[config.mk]
export PLATFORM = sky130hd
export DESIGN_NAME = dfa_string_recognizer_top
export DESIGN_NICKNAME = d
export VERILOG_FILES = /design/src/hw/rtl/dsr_pkg.sv /design/src/hw/rtl/dsr_fifo.sv /design/src/hw/rtl/dsr_front.sv /design/src/hw/rtl/dsr_back.sv /design/src/hw/rtl/dfa_string_recognizer_top.sv
export VERILOG_INCLUDE_DIRS = /design/src /design/src/hw/rtl
export SDC_FILE = /design/constraint.sdc
export NUM_CORES = 1
export LEC_CHECK = 0
export ABC_AREA = 1
export BUFFER_PORTS_ARGS = -buffer_cell sky130_fd_sc_hd__buf_2
export CAP_MARGIN = 10
export CORE_ASPECT_RATIO = 0.7
export CORE_UTILIZATION = 45
export CTS_BUF_LIST = sky130_fd_sc_hd__clkbuf_16
export CTS_CLUSTER_SIZE = 28
export DETAILED_ROUTE_END_ITERATION = 10
export MAX_ROUTING_LAYER = met4
export SLEW_MARGIN = 20
export SYNTH_ARGS = -nofsm -noshare
export SYNTH_HDL_FRONTEND = slang
export SYNTH_SLANG_ARGS = --single-unit
[constraint.sdc]
create_clock -name clk_i -period 7.9 [get_ports clk_i]
set_input_delay 1.185 -clock clk_i [delete_from_list [all_inputs] [get_ports clk_i]]
set_output_delay 1.185 -clock clk_i [all_outputs]
set_load 0.1 [all_outputs]
[src/hw/rtl/assert_macros.svh]
// Assertion macros for the RTL files of the recognizer.
`ifndef ASSERT_MACROS_SVH
`define ASSERT_MACROS_SVH

// The consequent must hold in the same cycle as the antecedent.
`define ASSERT_IMPL(lbl, ante, cons) \
  lbl: assert property (@(posedge clk_i) disable iff (!rst_ni) (ante) |-> (cons)) \
    else $error("assertion failed");

// The consequent must hold in the cycle after the antecedent.
`define ASSERT_NEXT(lbl, ante, cons) \
  lbl: assert property (@(posedge clk_i) disable iff (!rst_ni) (ante) |=> (cons)) \
    else $error("assertion failed");

`endif

[src/hw/rtl/dsr_pkg.sv]
// Package with the types and constants of the recognizer.
`default_nettype none

package dsr_pkg;

  localparam int unsigned STATE_W = 4;
  localparam int unsigned SYM_W   = 4;
  localparam int unsigned CODE_W  = 8;
  localparam int unsigned ALPHA_W = 10;
  localparam int unsigned FINAL_W = 16;
  localparam int unsigned OP_W    = 2;
  localparam int unsigned ADDR_W  = 4;
  localparam int unsigned DATA_W  = 32;

  // Character code of the digit zero.
  localparam logic [CODE_W-1:0] DIGIT_ZERO = 8'd48;

  // Input operation codes.
  localparam logic [OP_W-1:0] OP_WRITE = 2'd0;
  localparam logic [OP_W-1:0] OP_CHAR  = 2'd1;
  localparam logic [OP_W-1:0] OP_EMPTY = 2'd2;

  // Register indexes, taken from paddr[3:2].
  localparam logic [1:0] REG_START  = 2'd0;
  localparam logic [1:0] REG_ALPHA  = 2'd1;
  localparam logic [1:0] REG_FINAL  = 2'd2;

  typedef enum logic [1:0] {
    CMD_WRITE,
    CMD_CHAR,
    CMD_EMPTY
  } cmd_kind_e;

  // Classified item handed from the front to the back.
  typedef struct packed {
    cmd_kind_e          kind;
    logic               last;
    logic               sym_ok;
    logic [SYM_W-1:0]   sym;
    logic [STATE_W-1:0] from;
    logic [STATE_W-1:0] dest;
  } cmd_t;

  // One result item.
  typedef struct packed {
    logic               accepted;
    logic [STATE_W-1:0] end_state;
  } res_t;

endpackage

`default_nettype wire

[src/hw/rtl/dsr_fifo.sv]
// Small register queue used between the front, the back and the result port.
`default_nettype none

module dsr_fifo #(
  parameter int unsigned WIDTH = 8,
  parameter int unsigned DEPTH = 2
) (
  input  logic             clk_i,
  input  logic             rst_ni,
  input  logic             push_i,
  input  logic [WIDTH-1:0] data_i,
  output logic             full_o,
  input  logic             pop_i,
  output logic [WIDTH-1:0] data_o,
  output logic             valid_o
);

  localparam int unsigned PTR_W = (DEPTH > 1) ? $clog2(DEPTH) : 1;
  localparam int unsigned CNT_W = $clog2(DEPTH + 1);

  logic [WIDTH-1:0] mem_q [DEPTH];
  logic [PTR_W-1:0] wr_ptr_q, wr_ptr_d;
  logic [PTR_W-1:0] rd_ptr_q, rd_ptr_d;
  logic [CNT_W-1:0] cnt_q, cnt_d;
  logic             do_push, do_pop;

  assign full_o  = (cnt_q == CNT_W'(DEPTH));
  assign valid_o = (cnt_q != '0);
  assign data_o  = mem_q[rd_ptr_q];
  assign do_push = push_i && !full_o;
  assign do_pop  = pop_i && valid_o;

  // Pointer and fill count update.
  always_comb begin
    wr_ptr_d = wr_ptr_q;
    rd_ptr_d = rd_ptr_q;
    cnt_d    = cnt_q;
    if (do_push) begin
      wr_ptr_d = (wr_ptr_q == PTR_W'(DEPTH - 1)) ? '0 : wr_ptr_q + PTR_W'(1);
    end
    if (do_pop) begin
      rd_ptr_d = (rd_ptr_q == PTR_W'(DEPTH - 1)) ? '0 : rd_ptr_q + PTR_W'(1);
    end
    if (do_push && !do_pop) begin
      cnt_d = cnt_q + CNT_W'(1);
    end else if (do_pop && !do_push) begin
      cnt_d = cnt_q - CNT_W'(1);
    end
  end

  always_ff @(posedge clk_i or negedge rst_ni) begin
    if (!rst_ni) begin
      wr_ptr_q <= '0;
      rd_ptr_q <= '0;
      cnt_q    <= '0;
    end else begin
      wr_ptr_q <= wr_ptr_d;
      rd_ptr_q <= rd_ptr_d;
      cnt_q    <= cnt_d;
    end
  end

  // Storage needs no reset.
  always_ff @(posedge clk_i) begin
    if (do_push) begin
      mem_q[wr_ptr_q] <= data_i;
    end
  end

endmodule

`default_nettype wire

[src/hw/rtl/dsr_front.sv]
// Front end: accepts input items and classifies them into commands.
`default_nettype none

module dsr_front import dsr_pkg::*; #(
  parameter int unsigned NUM_SYMBOLS = 10
) (
  input  logic               accept_i,
  input  logic [OP_W-1:0]    op_i,
  input  logic [STATE_W-1:0] from_state_i,
  input  logic [SYM_W-1:0]   symbol_in_i,
  input  logic [STATE_W-1:0] dest_state_i,
  input  logic [CODE_W-1:0]  char_code_i,
  input  logic               last_char_i,
  input  logic [ALPHA_W-1:0] alphabet_mask_i,
  output logic               cmd_push_o,
  output cmd_t               cmd_o
);

  // Only the symbols that the alphabet mask covers can ever be valid.
  localparam int unsigned COLS = (NUM_SYMBOLS < ALPHA_W) ? NUM_SYMBOLS : ALPHA_W;

  logic [CODE_W-1:0] diff;
  logic              sym_ok;

  // A character is a valid symbol when it is a digit inside the alphabet.
  assign diff   = char_code_i - DIGIT_ZERO;
  assign sym_ok = (char_code_i >= DIGIT_ZERO) && (diff < CODE_W'(COLS)) &&
                  alphabet_mask_i[diff[SYM_W-1:0]];

  // Map the operation code; the unused code is dropped here.
  always_comb begin
    cmd_o.last   = last_char_i;
    cmd_o.sym_ok = sym_ok;
    cmd_o.from   = from_state_i;
    cmd_o.dest   = dest_state_i;
    cmd_o.sym    = diff[SYM_W-1:0];
    cmd_o.kind   = CMD_CHAR;
    cmd_push_o   = 1'b0;
    case (op_i)
      OP_WRITE: begin
        cmd_o.kind = CMD_WRITE;
        cmd_o.sym  = symbol_in_i;
        cmd_push_o = accept_i;
      end
      OP_CHAR: begin
        cmd_o.kind = CMD_CHAR;
        cmd_push_o = accept_i;
      end
      OP_EMPTY: begin
        cmd_o.kind = CMD_EMPTY;
        cmd_push_o = accept_i;
      end
      default: begin
        cmd_push_o = 1'b0;
      end
    endcase
  end

endmodule

`default_nettype wire

[src/hw/rtl/dsr_back.sv]
// Back end: holds the transition table and steps the automaton.
`default_nettype none

module dsr_back import dsr_pkg::*; #(
  parameter int unsigned NUM_STATES  = 16,
  parameter int unsigned NUM_SYMBOLS = 10
) (
  input  logic               clk_i,
  input  logic               rst_ni,
  input  logic               cmd_valid_i,
  input  cmd_t               cmd_i,
  output logic               cmd_pop_o,
  input  logic               res_full_i,
  output logic               res_push_o,
  output res_t               res_o,
  input  logic [STATE_W-1:0] start_state_i,
  input  logic [FINAL_W-1:0] final_mask_i
);

  // States and symbols beyond these bounds can never be reached or read.
  localparam int unsigned ROWS      = (NUM_STATES < (1 << STATE_W)) ? NUM_STATES
                                                                    : (1 << STATE_W);
  localparam int unsigned COLS      = (NUM_SYMBOLS < ALPHA_W) ? NUM_SYMBOLS : ALPHA_W;
  localparam int unsigned TBL_DEPTH = ROWS * COLS;
  localparam int unsigned TBL_AW    = (TBL_DEPTH > 1) ? $clog2(TBL_DEPTH) : 1;

  // Table storage, its written marks and the registered read port.
  logic [STATE_W-1:0]   tbl_mem [TBL_DEPTH];
  logic [TBL_DEPTH-1:0] tbl_vld_q;
  logic [STATE_W-1:0]   rd_data_q;
  logic                 rd_vld_q;

  // Automaton state after the last completed command.
  logic [STATE_W-1:0] cur_q, cur_d;
  logic               rej_q, rej_d;
  logic               in_str_q, in_str_d;

  // Execute stage: a character or empty item, with its table read if it made one.
  logic               ex_vld_q, ex_vld_d;
  logic               ex_look_q, ex_look_d;
  logic               ex_fin_q, ex_fin_d;
  logic [STATE_W-1:0] ex_cur_q, ex_cur_d;
  logic               ex_rej_q, ex_rej_d;

  logic               ex_fire;
  logic               issue;
  logic               tbl_we;
  logic               rd_en;
  logic [TBL_AW-1:0]  wr_addr;
  logic [TBL_AW-1:0]  rd_addr;
  logic [STATE_W-1:0] nxt;
  logic [STATE_W-1:0] res_cur;
  logic               res_rej;
  logic               prev_in;
  logic [STATE_W-1:0] prev_cur;
  logic               prev_rej;
  logic [STATE_W-1:0] base_cur;
  logic               base_rej;
  logic               state_ok;

  // The looked-up destination; an entry never written reads as missing.
  assign nxt = rd_vld_q ? rd_data_q : '0;

  // Resolve the command held in the execute stage.
  always_comb begin
    res_cur = ex_cur_q;
    res_rej = ex_rej_q;
    if (ex_look_q) begin
      if (nxt == '0) begin
        res_rej = 1'b1;
      end else begin
        res_cur = nxt;
      end
    end
  end

  // A finishing command moves on only when the result queue has room.
  assign ex_fire    = ex_vld_q && (!ex_fin_q || !res_full_i);
  assign res_push_o = ex_vld_q && ex_fin_q && !res_full_i;

  always_comb begin
    res_o.accepted  = !res_rej && final_mask_i[res_cur];
    res_o.end_state = res_rej ? '0 : res_cur;
  end

  // State seen by the command at the head of the queue; a new string starts
  // from the start state.
  assign prev_in  = ex_vld_q ? !ex_fin_q : in_str_q;
  assign prev_cur = ex_vld_q ? res_cur : cur_q;
  assign prev_rej = ex_vld_q ? res_rej : rej_q;
  assign base_cur = prev_in ? prev_cur : start_state_i;
  assign base_rej = prev_in ? prev_rej : 1'b0;
  assign state_ok = ({1'b0, base_cur} < (STATE_W + 1)'(ROWS));

  // The head command issues when the execute stage is free or moving on.
  assign issue     = cmd_valid_i && (!ex_vld_q || ex_fire);
  assign cmd_pop_o = issue;

  // Table write is kept only inside the readable range.
  assign tbl_we  = issue && (cmd_i.kind == CMD_WRITE) &&
                   ({1'b0, cmd_i.from} < (STATE_W + 1)'(ROWS)) &&
                   ({1'b0, cmd_i.sym} < (SYM_W + 1)'(COLS));
  assign rd_en   = issue && (cmd_i.kind == CMD_CHAR) && !base_rej &&
                   cmd_i.sym_ok && state_ok;
  assign wr_addr = TBL_AW'(cmd_i.from) * TBL_AW'(COLS) + TBL_AW'(cmd_i.sym);
  assign rd_addr = TBL_AW'(base_cur) * TBL_AW'(COLS) + TBL_AW'(cmd_i.sym);

  // Load the execute stage with characters and empty items.
  always_comb begin
    ex_vld_d  = ex_vld_q;
    ex_look_d = ex_look_q;
    ex_fin_d  = ex_fin_q;
    ex_cur_d  = ex_cur_q;
    ex_rej_d  = ex_rej_q;
    if (ex_fire) begin
      ex_vld_d = 1'b0;
    end
    if (issue && cmd_i.kind != CMD_WRITE) begin
      ex_vld_d  = 1'b1;
      ex_look_d = rd_en;
      ex_fin_d  = (cmd_i.kind == CMD_EMPTY) || cmd_i.last;
      ex_cur_d  = base_cur;
      ex_rej_d  = base_rej;
      if (cmd_i.kind == CMD_CHAR && !base_rej && !rd_en) begin
        ex_rej_d = 1'b1;
      end
    end
  end

  // State update when the execute stage completes; a string end returns to start.
  always_comb begin
    cur_d    = cur_q;
    rej_d    = rej_q;
    in_str_d = in_str_q;
    if (ex_fire) begin
      if (ex_fin_q) begin
        cur_d    = start_state_i;
        rej_d    = 1'b0;
        in_str_d = 1'b0;
      end else begin
        cur_d    = res_cur;
        rej_d    = res_rej;
        in_str_d = 1'b1;
      end
    end
  end

  always_ff @(posedge clk_i or negedge rst_ni) begin
    if (!rst_ni) begin
      cur_q     <= '0;
      rej_q     <= 1'b0;
      in_str_q  <= 1'b0;
      ex_vld_q  <= 1'b0;
      ex_look_q <= 1'b0;
      ex_fin_q  <= 1'b0;
      ex_cur_q  <= '0;
      ex_rej_q  <= 1'b0;
    end else begin
      cur_q     <= cur_d;
      rej_q     <= rej_d;
      in_str_q  <= in_str_d;
      ex_vld_q  <= ex_vld_d;
      ex_look_q <= ex_look_d;
      ex_fin_q  <= ex_fin_d;
      ex_cur_q  <= ex_cur_d;
      ex_rej_q  <= ex_rej_d;
    end
  end

  // Written marks; reset leaves every transition missing.
  always_ff @(posedge clk_i or negedge rst_ni) begin
    if (!rst_ni) begin
      tbl_vld_q <= '0;
      rd_vld_q  <= 1'b0;
    end else begin
      if (tbl_we) begin
        tbl_vld_q[wr_addr] <= 1'b1;
      end
      if (rd_en) begin
        rd_vld_q <= tbl_vld_q[rd_addr];
      end
    end
  end

  // Table storage; at most one command issues per cycle, so a write and a read never meet.
  always_ff @(posedge clk_i) begin
    if (tbl_we) begin
      tbl_mem[wr_addr] <= cmd_i.dest;
    end
    if (rd_en) begin
      rd_data_q <= tbl_mem[rd_addr];
    end
  end

endmodule

`default_nettype wire

[src/hw/rtl/dfa_string_recognizer_top.sv]
// Top level of the table driven automaton string recognizer.
//
//   channel   handshake              payload
//   input     push / full            op_i from_state_i symbol_in_i dest_state_i
//                                    char_code_i last_char_i
//   result    empty / pop            accepted_o end_state_o
//   config    psel penable pwrite    paddr pwdata prdata, pready tied high
//
// One item is taken every cycle while full is low; the back end issues one table read
// per cycle while the execute stage can move on and resolves it in the next, the read
// data feeding the address of the following character. A result passes from the
// command queue through the execute stage into the result queue before it shows on
// the result ports. Reset is asynchronous and clears the written marks of the table,
// the registers and both queues at once. A stalled result side fills the result
// queue, the execute stage and then the command queue, after which full stays high.
`default_nettype none

`include "assert_macros.svh"

module dfa_string_recognizer_top import dsr_pkg::*; #(
  parameter int unsigned NUM_STATES  = 16,
  parameter int unsigned NUM_SYMBOLS = 10
) (
  input  logic               clk_i,
  input  logic               rst_ni,
  // Input queue side.
  input  logic               push,
  output logic               full,
  input  logic [OP_W-1:0]    op_i,
  input  logic [STATE_W-1:0] from_state_i,
  input  logic [SYM_W-1:0]   symbol_in_i,
  input  logic [STATE_W-1:0] dest_state_i,
  input  logic [CODE_W-1:0]  char_code_i,
  input  logic               last_char_i,
  // Result queue side.
  output logic               empty,
  input  logic               pop,
  output logic               accepted_o,
  output logic [STATE_W-1:0] end_state_o,
  // Configuration port.
  input  logic               psel,
  input  logic               penable,
  input  logic               pwrite,
  input  logic [ADDR_W-1:0]  paddr,
  input  logic [DATA_W-1:0]  pwdata,
  output logic [DATA_W-1:0]  prdata,
  output logic               pready
);

  localparam int unsigned CMD_W = $bits(cmd_t);
  localparam int unsigned RES_W = $bits(res_t);

  logic [STATE_W-1:0] start_q;
  logic [ALPHA_W-1:0] alpha_q;
  logic [FINAL_W-1:0] final_q;
  logic               cfg_we;

  logic               cmd_push, cmd_full, cmd_valid, cmd_pop;
  cmd_t               cmd_in, cmd_head;
  logic               res_push, res_full, res_valid;
  res_t               res_in, res_head;

  // Configuration registers.
  assign pready = 1'b1;
  assign cfg_we = psel && penable && pwrite && pready;

  always_ff @(posedge clk_i or negedge rst_ni) begin
    if (!rst_ni) begin
      start_q <= '0;
      alpha_q <= '0;
      final_q <= '0;
    end else if (cfg_we) begin
      case (paddr[3:2])
        REG_START: start_q <= pwdata[STATE_W-1:0];
        REG_ALPHA: alpha_q <= pwdata[ALPHA_W-1:0];
        REG_FINAL: final_q <= pwdata[FINAL_W-1:0];
        default:   ;
      endcase
    end
  end

  // Register read back.
  always_comb begin
    case (paddr[3:2])
      REG_START: prdata = DATA_W'(start_q);
      REG_ALPHA: prdata = DATA_W'(alpha_q);
      REG_FINAL: prdata = DATA_W'(final_q);
      default:   prdata = '0;
    endcase
  end

  // Front end: classification of accepted items.
  assign full = cmd_full;

  dsr_front #(
    .NUM_SYMBOLS (NUM_SYMBOLS)
  ) u_front (
    .accept_i        (push && !cmd_full),
    .op_i            (op_i),
    .from_state_i    (from_state_i),
    .symbol_in_i     (symbol_in_i),
    .dest_state_i    (dest_state_i),
    .char_code_i     (char_code_i),
    .last_char_i     (last_char_i),
    .alphabet_mask_i (alpha_q),
    .cmd_push_o      (cmd_push),
    .cmd_o           (cmd_in)
  );

  // Command queue between front and back.
  dsr_fifo #(
    .WIDTH (CMD_W),
    .DEPTH (2)
  ) u_cmd_fifo (
    .clk_i   (clk_i),
    .rst_ni  (rst_ni),
    .push_i  (cmd_push),
    .data_i  (cmd_in),
    .full_o  (cmd_full),
    .pop_i   (cmd_pop),
    .data_o  (cmd_head),
    .valid_o (cmd_valid)
  );

  // Back end: table and automaton state.
  dsr_back #(
    .NUM_STATES  (NUM_STATES),
    .NUM_SYMBOLS (NUM_SYMBOLS)
  ) u_back (
    .clk_i         (clk_i),
    .rst_ni        (rst_ni),
    .cmd_valid_i   (cmd_valid),
    .cmd_i         (cmd_head),
    .cmd_pop_o     (cmd_pop),
    .res_full_i    (res_full),
    .res_push_o    (res_push),
    .res_o         (res_in),
    .start_state_i (start_q),
    .final_mask_i  (final_q)
  );

  // Result queue toward the consumer.
  dsr_fifo #(
    .WIDTH (RES_W),
    .DEPTH (2)
  ) u_res_fifo (
    .clk_i   (clk_i),
    .rst_ni  (rst_ni),
    .push_i  (res_push),
    .data_i  (res_in),
    .full_o  (res_full),
    .pop_i   (pop),
    .data_o  (res_head),
    .valid_o (res_valid)
  );

  assign empty       = !res_valid;
  assign accepted_o  = res_head.accepted;
  assign end_state_o = res_head.end_state;

  // The back end never pushes a result into a full result queue.
  `ASSERT_IMPL(a_res_no_overflow, res_push, !res_full)
  // A pushed result is waiting on the result ports in the cycle after.
  `ASSERT_NEXT(a_res_visible, res_push, !empty)
  // A character transfer is waiting in the command queue in the cycle after.
  `ASSERT_NEXT(a_char_queued, push && !full && op_i == OP_CHAR, cmd_valid)

endmodule

`default_nettype wire

==> run metrics, run 1 <==
outcome=finished, final reports clean; global route total overflow=0; Main synth FF type=edfxtp_1; postcts setup bufs=0; worst-margin pin slew=between 1 and 1.5 ns; die width=351.1 um; all-layer global routing usage=0.2429; main combinational cell family by area after synthesis=simple AND/OR/NAND/NOR gates; DP Area=39,660 sq um; total number of vias=26,530; largest net degree at the start of global routing=154; cts repair resizes=0; core area=approximately 84,000 sq um; Root Buffer=clkbuf_16; die height=~250 um; CTS tree=built; Max stage delay on crit path=1.25 ns; DRT iter0 DRCs=between 3,000 and 4,000; EDFF count, synth=686; initial antenna violation count=1; Period minus WS final=5.997 ns; DP Wirelength=56,570 um; Buffers on Ports=70; HP Class=reg -> reg; Synth Area in Adders=0.007301; RSZ-0062 raised after global routing=false; Initial DRT Pass Iterations=6; NumNets Final=3,618; slowest cell on the critical path=fa_4; Yosys reg bits=899; Seq/Total Area, Yosys=0.6755; Final period util=0.7591; Relative slew margins=0.2707; Post-synth ARST share=0.2369; Worst EP arrival=6.51 ns; R2R Path End=u_back.rd_data_q[1]; Worst EP required=8.42 ns; Peak Freq=166.7 MHz; number of global-route vias before repair=24,940; hold depth=2; Synth Cell Area=38,390 sq um; R2R cell count=20; hold bufs inserted after CTS=0; Hold EP=u_back.tbl_vld_q[98]; cell with the most instances after synthesis=edfxtp_1; mux contribution to synthesized area=0.001141; wire per inst=21.45 um; Synth Area in Compound Gates=0.1052; Final Max Slew Viols=0; Starting Density=0.4548; Worst Setup End Kind=flop; top cell type's share of synthesized area=0.5366; htree depth=3; Synth top cells by count=edfxtp_1, nor2_1, o21ai_0, nand3_1, nand2_1; post-synth cell types=47; Final Hold Fails=0; CTS Sinks=899; via/cell ratio=roughly 5.6; diode count=0; clock slew at reported path FFs=roughly 0.07 ns; Most common cell on crit path=nand3_1; clock skew=0.01492 ns; startpoint of the worst register-to-register path=u_back.rd_data_q[0]; area share of and/or/nand/nor cells after synthesis=0.1573; Yosys warnings=0; area of the multi-input gates=10,660 sq um; TritonCTS Buffers=84; # rows=89; clk buf depth=3; final instance area=between 40,000 and 50,000 sq um; max-cap violation count=0; Placer Congestion=0.8543; ranking of synthesized cells by area=edfxtp_1, dfrtp_1, nor2_1; Syn-to-layout area delta=10.07%; DRC errors left=0; # fillers=7,625; post-synth top area cell=edfxtp_1; setup_tns=0 ns; register area=25,930 sq um; Placed Cells=roughly 4,600; antenna-violating nets left=0; drt total wl=around 100,000 um; worst-path maximum fanout=55; crit-path cells=o21ai_0 > nand2_1 > nand2_1 > nand2_1 > o21a_1 > inv_1 > o21ai_0 > o22ai_1 > ha_4 > inv_1 > fa_4 > clkinv_2 > buf_12 > o211ai_1 > nand3_1 > nand3_1 > nand3_1 > nand3_1 > nand3_1 > nand2_1; final setup fails=0; Post-Syn Area per Cell=10.80 sq um; Layout Utilization=0.5006; Layout Cells excl Fill=4,738; layout cells sized above 1=0.08331; XOR/XNOR Fraction of Synth Area=0.002738; clock latency on the worst-skew pair=0.65 ns; crit path kind=reg -> reg; Cells after Synth=3,553; hold_sp=u_back.tbl_vld_q[98]; first-pass GRT wire length=between 150,000 and 200,000 um; die area=approximately 86,000 sq um; worst reg-to-reg setup slack=1.90 ns; I/O pins=around 110; startpoint types=flop
[worst max-delay path: cells and delay by family, from the launching register on]
family	cells	cell delay [ns]
fa+ha+maj	2	1.46
buf+inv	4	1.59
flops	1	0.40
simple gates	9	1.18
compound gates	5	1.15
[state kept, by name, summed over array words and instances, names as in the netlist, 2 cells and up]
name	cells
u_back.tbl_mem	640
u_back.tbl_vld_q	160
u_cmd_fifo.cnt_q	2
start_q	4
u_back.rd_data_q	4
u_res_fifo.mem_q	10
u_back.ex_cur_q	4
u_res_fifo.cnt_q	2
u_cmd_fifo.mem_q	32
alpha_q	10
final_q	16
u_back.cur_q	4
[worst max path at each step]
stage,slack [ns],to,startpoint,cells after the start
floorplan,2.84,prdata[4],paddr[3],5
global placement,2.09,u_back.rd_data_q[1],u_back.rd_data_q[0],20
detailed placement,2.03,u_back.rd_data_q[1],u_back.rd_data_q[3],20
CTS,2.01,u_back.rd_data_q[1],u_back.rd_data_q[0],20
global route,1.59,u_back.rd_data_q[3],u_back.rd_data_q[0],20
finish,1.90,u_back.rd_data_q[1],u_back.rd_data_q[0],20
[layer usage]
metal  routed length [um]  vias to the layer above  track usage
met4                 2458                        0      0.06191
met2                42850                      987       0.3345
met1                48000                    13110       0.3647
li1                     -                    12260            -
met3                 8306                      172      0.04787
met5                    0                        -            -
[placed cells by master, fill, tap and decap left out, types with 6 or more instances in the layout]
cell type and instances:
o221ai_1 24, nor2_2 11, ha_1 15, o21ai_0 479, a21oi_1 38, buf_4 45
nand2_1 336, clkbuf_16 86, o211ai_1 115, o21ai_1 27, buf_2 69, o22ai_1 11
clkinv_1 21, o21ai_2 10, nand2_2 8, nand2_4 9, xnor2_1 6, dfrtp_1 213
inv_1 246, clkinv_2 15, or2_1 27, nand3_1 351, or2_2 13, nor2_1 666
conb_1 17, edfxtp_1 686
[kinds of logic after synthesis]
family / after synthesis
AO/OA/AOI/OAI: 715
XOR/XNOR: 12
other: 2
AND/OR/NAND/NOR: 1430
buffers and inverters: 471
flip-flops: 899
adder cells (fa/ha/maj): 20
multiplexers: 4
[layout make-up]
cell class / instances / share of cell area
tap: 1137 / 0.03367
multi-input combinational: 2198 / 0.2522
timing repair buffer: 119 / 0.01842
inverter: 230 / 0.02058
clock buffer: 86 / 0.05093
sequential: 899 / 0.6137
clock inverter: 69 / 0.01054
[stage by stage]
stage | setup WS (ns) | hold WS, ns
floorplan | 2.845 | 0.4211
global placement | 2.094 | 0.4278
detailed placement | 2.032 | 0.4340
CTS | 2.007 | 0.4483
global route | 1.594 | 0.4638
finish | 1.903 | 0.4483
Power of run 1 is not shown: default switching activity piles up to over one toggle a cycle in this logic, so the estimate is an artifact.
==> run 2, diff against run 1 <==
clock period = 5.7 ns   (was 7.9 ns; I/O delays follow)
==> run 2 against run 1 <==
Compared with the run above: sequential cell count unchanged; register-to-register slack worse by 1.3 ns; cell count is 0.34% higher; worst setup slack got worse by 1.3 ns; worst hold slack worse by 0.29 ns.
==> run metrics, run 2 (synthesis results as in run 1) <==
final setup fails=0 (unchanged); CTS Sinks=899 (unchanged); clock skew=0.02948 ns (was 0.01492 ns); DP Wirelength=58,620 um (was 56,570 um); Worst Setup End Kind=flop (unchanged); Syn-to-layout area delta=11.40% (was 10.07%); Worst EP arrival=5.53 ns (was 6.51 ns); hold slack final=0.1562 ns (was 0.4483 ns); Starting Density=0.4548 (unchanged); max-cap violation count=0 (unchanged); antenna-violating nets left=0 (unchanged); Initial DRT Pass Iterations=5 (was 6); total number of vias=26,500 (was 26,530); number of global-route vias before repair=24,930 (was 24,940); Final Max Slew Viols=0 (unchanged); RSZ-0062 raised after global routing=false (unchanged); register area=25,930 sq um (unchanged); htree depth=3 (unchanged); all-layer global routing usage=0.2458 (was 0.2429); CTS tree=built (unchanged); HP Class=in -> async (was reg -> reg); wire per inst=21.58 um (was 21.45 um); initial antenna violation count=2 (was 1); die width=351.1 um (unchanged); NumNets Final=3,631 (was 3,618); Top reg by flops=u_back.tbl_mem (unchanged); die height=246.4 um (unchanged); I/O pins=106 (unchanged); Final period util=0.9000 (was 0.7591); clk buf depth=3 (unchanged); biggest regs=u_back.tbl_mem (640), u_back.tbl_vld_q (160), u_cmd_fifo.mem_q (32) (unchanged); Worst EP required=6.10 ns (was 8.42 ns); setup_tns=0 ns (unchanged); Placer Congestion=0.8595 (was 0.8543); postcts setup bufs=0 (unchanged); clock slew at reported path FFs=0.07 ns (about the same); most frequent cells in the layout=edfxtp_1, nor2_1, o21ai_0, nand3_1, nand2_1 (unchanged); drt total wl=102,600 um (was 101,600 um); worst-path maximum fanout=35 (was 55); core area=84,410 sq um (unchanged); Peak Freq=194.9 MHz (was 166.7 MHz); max reg flops=640 (unchanged); # rows=89 (unchanged); crit path kind=reg -> reg (unchanged); largest net degree at the start of global routing=143 (was 154); global route total overflow=0 (unchanged); Final Hold Fails=0 (unchanged); Buffers on Ports=70 (unchanged); outcome=finished, final reports clean (unchanged); DRC errors left=0 (unchanged); # fillers=7,573 (was 7,625); Relative slew margins=0.3076 (was 0.2707); layout cells sized above 1=0.09018 (was 0.08331); clock latency on the worst-skew pair=0.66 ns (was 0.65 ns); first-pass GRT wire length=154,800 um (was 153,500 um); Period minus WS final=5.130 ns (was 5.997 ns); commonest non-fill, non-tap cell in the layout=edfxtp_1 (unchanged); hold bufs inserted after CTS=0 (unchanged); Root Buffer=clkbuf_16 (unchanged); startpoint types=flop (unchanged); area of the multi-input gates=10,650 sq um (was 10,660 sq um); via/cell ratio=5.575 (was 5.599); TritonCTS Buffers=84 (unchanged); cts repair resizes=0 (unchanged); worst-margin pin slew=1.039 ns (was 1.094 ns); DRT iter0 DRCs=3,023 (was 3,243); die area=86,490 sq um (unchanged)
-- run 2: cell types whose count changed in the layout (fill, tap and decap cells not counted), sizes merged --
cell / delta
buf: +13
inv: -12
bufinv: +10
clkinvlp: +6
clkinv: -3
diode: +2
-- run 2: path summary, 6_finish.rpt --
| kind | start | to | slack (ns) | depth (start not counted) |
|---|---|---|---|---|
| worst min-delay path | rst_ni | alpha_q[6] | 0.16 | 1 |
| worst max register to register | u_back.rd_data_q[3] | u_back.rd_data_q[0] | 0.57 | 20 |
| worst min register to register | u_back.tbl_vld_q[98] | u_back.tbl_vld_q[98] | 0.45 | 2 |
| worst max-delay path | u_back.rd_data_q[3] | u_back.rd_data_q[0] | 0.57 | 20 |
| min in group clk_i | from_state_i[0] | u_cmd_fifo.mem_q[0][4] | 0.38 | 1 |
| max in group asynchronous | rst_ni | u_back.tbl_vld_q[152] | 4.14 | 2 |
-- run 2: per-layer routing --
layer | wire length, um | global-route usage | vias to the layer above
li1 | - | - | 12300
met1 | 47980 | 0.3666 | 13110
met2 | 44080 | 0.3431 | 971
met3 | 8696 | 0.05157 | 133
met4 | 1811 | 0.05330 | 0
met5 | 0 | - | -
-- run 2: final cells by class --
type / count / area share
clock inverter: 70 / 0.01723
tap: 1137 / 0.03327
timing repair buffer: 132 / 0.02341
sequential: 899 / 0.6063
clock buffer: 86 / 0.05032
inverter: 230 / 0.02033
antenna: 2 / 0.0001170
multi-input combinational: 2198 / 0.2490
-- run 2: per-stage QoR --
step	util	worst slack, ns	cells	instance area (sq um)
4_1_cts	0.5066	0.7211	4752	42760
3_5_place_dp	0.4724	0.7458	4596	39870
3_3_place_gp	0.4724	0.7992	4596	39870
5_1_grt	0.5066	0.3378	4754	42760
6_report	0.5066	0.5698	4754	42760
2_1_floorplan	-	1.305	3568	38440
-- run 2: critical path, cell delays in order (launching register included) --
cell and delay [ns]:
edfxtp_1 0.40, o21ai_0 0.28, nand2_1 0.11, nand2_1 0.14
nand2_1 0.06, o21a_1 0.17, inv_1 0.32, o21ai_0 0.14
o22ai_1 0.38, ha_4 0.20, inv_1 0.05, fa_4 0.45
xnor2_2 0.19, inv_2 0.75, o211ai_1 0.27, nand3_1 0.13
nand3_1 0.10, nand3_1 0.18, nand3_1 0.24, nand3_1 0.22
nand2_1 0.08
Power of run 2 is left out for the same reason.
